<file path="src/tbp_pkg.sv">
// Shared widths, constants and the pipeline item type of the token bucket policer.
// No dependencies.
package tbp_pkg;

    localparam int unsigned NUM_BUCKETS_DEF = 256;

    localparam int unsigned ID_W      = 10;
    localparam int unsigned ID_CMP_W  = ID_W + 1;
    localparam int unsigned LEN_W     = 16;
    localparam int unsigned TIME_W    = 64;
    localparam int unsigned RATE_W    = 36;
    localparam int unsigned BURST_W   = 32;

    localparam int unsigned ID_LSB    = 0;
    localparam int unsigned LEN_LSB   = ID_LSB + ID_W;
    localparam int unsigned NOW_LSB   = LEN_LSB + LEN_W;
    localparam int unsigned RATE_LSB  = NOW_LSB + TIME_W;
    localparam int unsigned BURST_LSB = RATE_LSB + RATE_W;
    localparam int unsigned IN_BITS   = BURST_LSB + BURST_W;
    localparam int unsigned IN_DATA_W = ((IN_BITS + 7) / 8) * 8;
    localparam int unsigned OUT_DATA_W = 8;

    // elapsed time, capped at one second
    localparam int unsigned ELAPSED_W = 30;
    localparam logic [ELAPSED_W-1:0] NS_PER_SEC = 30'd1000000000;

    // elapsed * rate, split over the rate
    localparam int unsigned RATE_LO_W = 18;
    localparam int unsigned RATE_HI_W = RATE_W - RATE_LO_W;
    localparam int unsigned PART_W    = ELAPSED_W + RATE_LO_W;
    localparam int unsigned PROD_W    = ELAPSED_W + RATE_W;

    // 8e9 = 2^12 * 5^9: shift, then divide by 5^9 through a reciprocal
    localparam int unsigned DIV_SHIFT = 12;
    localparam int unsigned X_W       = PROD_W - DIV_SHIFT;
    localparam int unsigned XT_SHIFT  = 20;
    localparam int unsigned XT_W      = X_W - XT_SHIFT;
    localparam int unsigned DIVISOR_W = 21;
    localparam logic [DIVISOR_W-1:0] DIVISOR = 21'd1953125;
    localparam int unsigned RECIP_W    = 35;
    localparam int unsigned RECIP_LO_W = 18;
    localparam int unsigned RECIP_HI_W = RECIP_W - RECIP_LO_W;
    localparam logic [RECIP_W-1:0] RECIP = 35'd18446744073;
    localparam int unsigned RECIP_SHIFT = 35;
    localparam int unsigned EST_W      = XT_W + RECIP_W;
    localparam int unsigned QA_W       = XT_W + RECIP_LO_W;
    localparam int unsigned QB_W       = XT_W + RECIP_HI_W;
    localparam int unsigned QUOT_W     = 34;
    localparam int unsigned REM_W      = 22;
    localparam int unsigned REM_PROD_W = 2 * REM_W;

    localparam int unsigned SUM_W = QUOT_W + 1;

    typedef struct packed {
        logic               valid;
        logic               policed;
        logic               first_use;
        logic [ID_W-1:0]    id;
        logic [LEN_W-1:0]   len;
        logic [BURST_W-1:0] burst;
    } item_t;

endpackage

</file>
<file path="src/tbp_refill.sv">
// Refill pipeline: elapsed * rate / 8e9, exact, over six register stages.
// Depends on tbp_pkg.
module tbp_refill (
    input  logic                          clk,
    input  logic                          rst_n,
    input  logic                          adv,
    input  tbp_pkg::item_t                in_item,
    input  logic [tbp_pkg::ELAPSED_W-1:0] in_elapsed,
    input  logic [tbp_pkg::RATE_W-1:0]    in_rate,
    output tbp_pkg::item_t                out_item,
    output logic [tbp_pkg::QUOT_W-1:0]    out_refill
);

    tbp_pkg::item_t s2_item_reg;
    tbp_pkg::item_t s3_item_reg;
    tbp_pkg::item_t s4_item_reg;
    tbp_pkg::item_t s5_item_reg;
    tbp_pkg::item_t s6_item_reg;
    tbp_pkg::item_t s7_item_reg;

    logic [tbp_pkg::ELAPSED_W-1:0] s2_elapsed_reg;
    logic [tbp_pkg::RATE_W-1:0]    s2_rate_reg;
    logic [tbp_pkg::PART_W-1:0]    s3_pa_reg;
    logic [tbp_pkg::PART_W-1:0]    s3_pb_reg;
    logic [tbp_pkg::X_W-1:0]       s4_x_reg;
    logic [tbp_pkg::QA_W-1:0]      s5_qa_reg;
    logic [tbp_pkg::QB_W-1:0]      s5_qb_reg;
    logic [tbp_pkg::REM_W-1:0]     s5_xl_reg;
    logic [tbp_pkg::QUOT_W-1:0]    s6_qe_reg;
    logic [tbp_pkg::REM_W-1:0]     s6_xl_reg;
    logic [tbp_pkg::QUOT_W-1:0]    s7_qe_reg;
    logic [tbp_pkg::REM_W-1:0]     s7_xl_reg;
    logic [tbp_pkg::REM_W-1:0]     s7_qdl_reg;

    logic [tbp_pkg::PART_W-1:0]     pa;
    logic [tbp_pkg::PART_W-1:0]     pb;
    logic [tbp_pkg::PROD_W-1:0]     prod;
    logic [tbp_pkg::XT_W-1:0]       xt;
    logic [tbp_pkg::QA_W-1:0]       qa;
    logic [tbp_pkg::QB_W-1:0]       qb;
    logic [tbp_pkg::EST_W-1:0]      est;
    logic [tbp_pkg::REM_PROD_W-1:0] qd_full;
    logic [tbp_pkg::REM_W-1:0]      rem;
    logic                           rem_over;

    always_ff @(posedge clk or negedge rst_n)
    begin
        if (!rst_n)
        begin
            s2_item_reg <= '0;
            s3_item_reg <= '0;
            s4_item_reg <= '0;
            s5_item_reg <= '0;
            s6_item_reg <= '0;
            s7_item_reg <= '0;
        end
        else if (adv)
        begin
            s2_item_reg <= in_item;
            s3_item_reg <= s2_item_reg;
            s4_item_reg <= s3_item_reg;
            s5_item_reg <= s4_item_reg;
            s6_item_reg <= s5_item_reg;
            s7_item_reg <= s6_item_reg;
        end
    end

    // partial products over the low and high halves of the rate
    assign pa = tbp_pkg::PART_W'(s2_elapsed_reg)
                * tbp_pkg::PART_W'(s2_rate_reg[tbp_pkg::RATE_LO_W-1:0]);
    assign pb = tbp_pkg::PART_W'(s2_elapsed_reg)
                * tbp_pkg::PART_W'(s2_rate_reg[tbp_pkg::RATE_W-1:tbp_pkg::RATE_LO_W]);

    assign prod = tbp_pkg::PROD_W'(s3_pa_reg)
                  + (tbp_pkg::PROD_W'(s3_pb_reg) << tbp_pkg::RATE_LO_W);

    // quotient estimate by 5^9 through the reciprocal, at most one short
    assign xt = s4_x_reg[tbp_pkg::X_W-1:tbp_pkg::XT_SHIFT];
    assign qa = tbp_pkg::QA_W'(xt) * tbp_pkg::QA_W'(tbp_pkg::RECIP[tbp_pkg::RECIP_LO_W-1:0]);
    assign qb = tbp_pkg::QB_W'(xt)
                * tbp_pkg::QB_W'(tbp_pkg::RECIP[tbp_pkg::RECIP_W-1:tbp_pkg::RECIP_LO_W]);

    assign est = tbp_pkg::EST_W'(s5_qa_reg)
                 + (tbp_pkg::EST_W'(s5_qb_reg) << tbp_pkg::RECIP_LO_W);

    assign qd_full = tbp_pkg::REM_PROD_W'(s6_qe_reg[tbp_pkg::REM_W-1:0])
                     * tbp_pkg::REM_PROD_W'(tbp_pkg::DIVISOR);

    // remainder stays below twice the divisor, so its low bits are exact
    assign rem      = s7_xl_reg - s7_qdl_reg;
    assign rem_over = (rem >= tbp_pkg::REM_W'(tbp_pkg::DIVISOR));

    always_ff @(posedge clk)
    begin
        if (adv)
        begin
            s2_elapsed_reg <= in_elapsed;
            s2_rate_reg    <= in_rate;
            s3_pa_reg      <= pa;
            s3_pb_reg      <= pb;
            s4_x_reg       <= prod[tbp_pkg::PROD_W-1:tbp_pkg::DIV_SHIFT];
            s5_qa_reg      <= qa;
            s5_qb_reg      <= qb;
            s5_xl_reg      <= s4_x_reg[tbp_pkg::REM_W-1:0];
            s6_qe_reg      <= est[tbp_pkg::EST_W-1:tbp_pkg::RECIP_SHIFT];
            s6_xl_reg      <= s5_xl_reg;
            s7_qe_reg      <= s6_qe_reg;
            s7_xl_reg      <= s6_xl_reg;
            s7_qdl_reg     <= qd_full[tbp_pkg::REM_W-1:0];
        end
    end

    assign out_item   = s7_item_reg;
    assign out_refill = s7_qe_reg + tbp_pkg::QUOT_W'(rem_over);

endmodule

</file>
<file path="config.mk">
export PLATFORM = sky130hd
export DESIGN_NAME = tbp_refill
export DESIGN_NICKNAME = d
export VERILOG_FILES = /design/src/tbp_pkg.sv /design/src/tbp_refill.sv
export SDC_FILE = /design/constraint.sdc
export NUM_CORES = 2
export LEC_CHECK = 0
export ABC_AREA = 1
export BUFFER_PORTS_ARGS = -buffer_cell sky130_fd_sc_hd__clkbuf_2
export CORE_MARGIN = 2
export CORE_UTILIZATION = 43
export CTS_CLUSTER_DIAMETER = 150
export DETAILED_ROUTE_END_ITERATION = 12
export GPL_TIMING_DRIVEN = 0
export HOLD_SLACK_MARGIN = 0.06
export SLEW_MARGIN = 15
export SYNTH_ARGS = -nofsm -noshare
export SYNTH_HDL_FRONTEND = slang
export SYNTH_SLANG_ARGS = --single-unit
</file>
<file path="constraint.sdc">
create_clock -name clk -period 8.2 [get_ports clk]
set_input_delay 1.23 -clock clk [delete_from_list [all_inputs] [get_ports clk]]
set_output_delay 1.23 -clock clk [all_outputs]
set_load 0.02 [all_outputs]
</file>
==> metrics.log <==
INFO  metric synth.avg_cell_area = 8.626 sq um
INFO  metric worstPathMaxFanout = 10
INFO  metric detailedRoute.firstIterationViolations = 5044
INFO  metric result_of_the_run = complete, but fails checks
INFO  metric die_w = 459.5 um
INFO  metric clock_sinks = 798
INFO  metric die_boundary_height = 459.5 um
INFO  metric dp_hpwl = 237.4 mm
INFO  metric number_of_global_route_vias_before_repair = 73250
INFO  metric timing.reg2reg.setup_slack = -0.06 ns
INFO  metric timing.critical_path.to_type = flip-flop
INFO  metric required_time_at_the_endpoint_of_the_critical_path = 8.71 ns
INFO  metric number_of_synthesized_flops_with_an_enable_pin = 432
INFO  metric grt_overflow = 0
INFO  metric maximum_number_of_pins_on_one_net_before_global_route_repair = 105
INFO  metric holdPathEnd = s5_xl_reg[0]$_DFFE_PP_
INFO  metric clk_pin_slew_worst_paths = 0.06 ns
INFO  metric final-setup-viol-count = 1
INFO  metric design.portCount = 225
INFO  metric clock_skew = 0.08382 ns
INFO  metric hold_path_depth = 0
INFO  metric final-max-slew-violation-count = 0
INFO  metric cp_cell_instances = clkbuf_1 -> clkbuf_1 -> nand2_1 -> fa_1 -> inv_1 -> fa_1 -> inv_1 -> fa_1 -> inv_1 -> fa_1 -> fa_1 -> inv_1 -> fa_1 -> inv_1 -> ha_1 -> nand2_1 -> nor2_1 -> inv_1 -> nor4_1 -> o211ai_1 -> nand3_1 -> xor2_1
INFO  metric setup_ws = -0.05998 ns
INFO  metric class_of_the_tightest_hold_or_removal_check = flip-flop to flip-flop
INFO  metric ys_top_cells_by_area = sky130_fd_sc_hd__fa_1, sky130_fd_sc_hd__edfxtp_1, sky130_fd_sc_hd__inv_1
INFO  metric design.core.area = 206700 sq um
INFO  metric synth_nets = 12480
INFO  metric worst_slew_pin_slew = 1.336 ns
INFO  metric clock_tree.root_cell = sky130_fd_sc_hd__clkbuf_16
INFO  metric portBuffers = 224
INFO  metric clkLatencyLatePin = 0.76 ns
INFO  metric grt_antenna_before_repair = 4
INFO  metric yosys.area.top_type_share = 0.2836
INFO  metric synth-main-ff-cell = sky130_fd_sc_hd__edfxtp_1
INFO  metric num_vias = 69000
INFO  metric post_drt_wl_per_cell = 21.29 um
INFO  metric syn_inst = 10340
INFO  metric avgViaCountPerCell = 5.132
INFO  metric final_antenna_net_count = 0
INFO  metric synth.yosys.seq_area_share = 0.2481
INFO  metric launching_point_of_the_worst_reg2reg_path = s2_elapsed_reg[25]$_DFFE_PP_
INFO  metric grtUsageTotal = 0.2758
INFO  metric cp_slowest_cell = sky130_fd_sc_hd__clkbuf_1
INFO  metric routed_length_on_met3 = 18.64 mm
INFO  metric yosys.cell_types.count = 55
INFO  metric num_rows = 167
INFO  metric mapped_cell_area = 89210 sq um
INFO  metric tritoncts = done
INFO  metric die_area = 211100 sq um
INFO  metric post_cts_buffers = 0
INFO  metric postSynthRegisterBits = 798
INFO  metric final_nets = 12810
INFO  metric ctsLongestPathBuffers = 3
INFO  metric final_layout_size_suffix_gt1_frac = 0.04182
INFO  metric worst_path_largest_cell_delay = 0.90 ns
INFO  metric number_of_buffers_added_by_the_clock_tree_synthesis_step = 92
INFO  metric routedLengthMet1 = 118.1 mm
INFO  metric setup.worst_path.class = flip-flop to flip-flop
INFO  metric routed-wl-met2 = 134.1 mm
INFO  metric startpoint_type = flip-flop
INFO  metric yosys_warnings = 0
INFO  metric max_clock_freq = 121.1 MHz
INFO  metric rsz0062_at_grt = no
INFO  metric yosys-top-cells-count = sky130_fd_sc_hd__inv_1, sky130_fd_sc_hd__nand2_1, sky130_fd_sc_hd__fa_1
INFO  metric min_from = s4_x_reg[0]$_DFFE_PP_
INFO  metric topRoutingLayerUsed = met5
INFO  metric cell_with_the_most_instances_after_synthesis = sky130_fd_sc_hd__inv_1
INFO  metric r2r.worst_path.cells = 22
INFO  metric critPathArrivalTime = 8.77 ns
INFO  metric rr_endpoint = s3_pa_reg[40]$_DFFE_PP_
INFO  metric period_share = 1.007
INFO  metric asyncSetResetFlopFracSynth = 0.4586
INFO  metric clock_tree.htree_level_count = 3
INFO  metric violations = negative setup slack
INFO  metric drt_pre_antenna_iters = 8
INFO  metric drcViolationCount = 0
INFO  metric gp_routability_congestion = 0.9792
INFO  metric final.min_clock_period = 8.260 ns
INFO  metric start_util = 0.4317
INFO  metric grt_first_pass_wirelength = 438.6 mm
INFO  metric syn2layout_area_growth = 8.768%
INFO  metric maxSlewHeadroom = 0.1090
INFO  metric netlist.top_cell.by_area = sky130_fd_sc_hd__fa_1
INFO  metric number_of_failing_hold_endpoints_at_the_final_stage = 0
INFO  metric worst_hold_margin = 0.3757 ns
INFO  metric cap_violations = 0
INFO  metric postRouteWirelength = 286.2 mm
## layout by cell type, fill, tap and decap left out, types with 13 or more instances in the layout
cell	Yosys	final
sky130_fd_sc_hd__o21a_1	14	14
sky130_fd_sc_hd__fa_1	1264	1264
sky130_fd_sc_hd__xnor2_1	95	95
sky130_fd_sc_hd__ha_1	747	747
sky130_fd_sc_hd__a31oi_1	61	61
sky130_fd_sc_hd__xor2_1	187	187
sky130_fd_sc_hd__nor2_1	609	609
sky130_fd_sc_hd__inv_1	2705	2705
sky130_fd_sc_hd__a21oi_1	502	502
sky130_fd_sc_hd__nor3_1	51	51
sky130_fd_sc_hd__o21bai_1	31	31
sky130_fd_sc_hd__edfxtp_1	432	432
sky130_fd_sc_hd__mux2_2	16	16
sky130_fd_sc_hd__clkbuf_1	299	305
sky130_fd_sc_hd__a21o_1	36	36
sky130_fd_sc_hd__nand3_1	199	199
sky130_fd_sc_hd__o21ai_0	362	362
sky130_fd_sc_hd__nand4_1	43	43
sky130_fd_sc_hd__and3_1	13	13
sky130_fd_sc_hd__clkbuf_16	0	92
sky130_fd_sc_hd__nand2_1	2153	2153
sky130_fd_sc_hd__clkbuf_2	0	232
sky130_fd_sc_hd__o21ai_1	14	14
sky130_fd_sc_hd__nor4_1	25	25
sky130_fd_sc_hd__dfrtp_1	366	366
## critical path: cells and delay by family (launching register included)
family,cells,cell delay [ns]
AOI/OAI and AO/OA,1,0.23
xor gates and xnor gates,1,0.43
adders and majority gates,7,3.68
buffers and inverters,8,1.95
DFF,1,0.32
and+or+nand+nor,5,1.44
## logic make-up (layout without fill, tap and decap cells)
kind of cell,Yosys count,in the layout,synth area share
and+or+nand+nor,3144,3144,0.1413
buffers and inverters,3015,3410,0.1269
adders and majority gates,2011,2011,0.3884
AOI/OAI and AO/OA,1076,1076,0.06562
DFF,798,798,0.2481
xor gates and xnor gates,282,282,0.02768
muxes,16,16,0.002020
other,0,5,0
## area by class of cell
class,instances,area (sq um)
Buffer,308,1176
Multi-Input combinational cell,6529,55760
Clock inverter,48,600.6
Fill cell,20250,109600
Sequential cell,798,22130
Tap cell,2704,3383
Timing Repair Buffer,232,1359
Clock buffer,115,2449
Inverter,2707,10160
Antenna cell,5,12.51
## metrics by stage
| stage | instances | setup WS, ns | TNS, ns | utilization | instance area, sq um |
|---|---|---|---|---|---|
| finish | 13450 | -0.05998 | -0.05998 | 0.4696 | 97040 |
| global route | 13440 | 0.01085 | 0 | 0.4695 | 97020 |
| CTS | 13440 | 0.09795 | 0 | 0.4694 | 97010 |
| detailed placement | 13280 | 0.08047 | 0 | 0.4547 | 93960 |
| global placement | 13270 | -3.382 | -2395.19 | 0.4535 | 93720 |
| floorplan | 10340 | 2.526 | 0 | - | 89210 |
## worst max-delay path by stage
stage / endpoint / from / depth (start not counted)
global placement: s3_item_reg[51]$_DFFE_PN0P_ / adv / 6
floorplan: s3_pa_reg[32]$_DFFE_PP_ / s2_elapsed_reg[10]$_DFFE_PP_ / 23
CTS: s3_pa_reg[40]$_DFFE_PP_ / s2_elapsed_reg[23]$_DFFE_PP_ / 22
global route: s3_pa_reg[47]$_DFFE_PP_ / s2_elapsed_reg[25]$_DFFE_PP_ / 22
detailed placement: s3_pa_reg[40]$_DFFE_PP_ / s2_elapsed_reg[23]$_DFFE_PP_ / 22
finish: s3_pa_reg[40]$_DFFE_PP_ / s2_elapsed_reg[25]$_DFFE_PP_ / 22
## metal layers
layer,vias to the layer above,global-route usage
met3,614,0.04071
met4,6,0.1245
met2,2413,0.4585
met5,-,0
met1,34190,0.3565
li1,31780,-
## repair_timing
action / 4_1_cts / 5_1_grt
resized for setup: 0 / 20
hold buffers: 0 / 0
endpoints found under the setup margin: 0 / 5
Power is left out: the tool's default activity adds up to more than one toggle a clock period on the data nets, which glitch-free logic cannot reach.
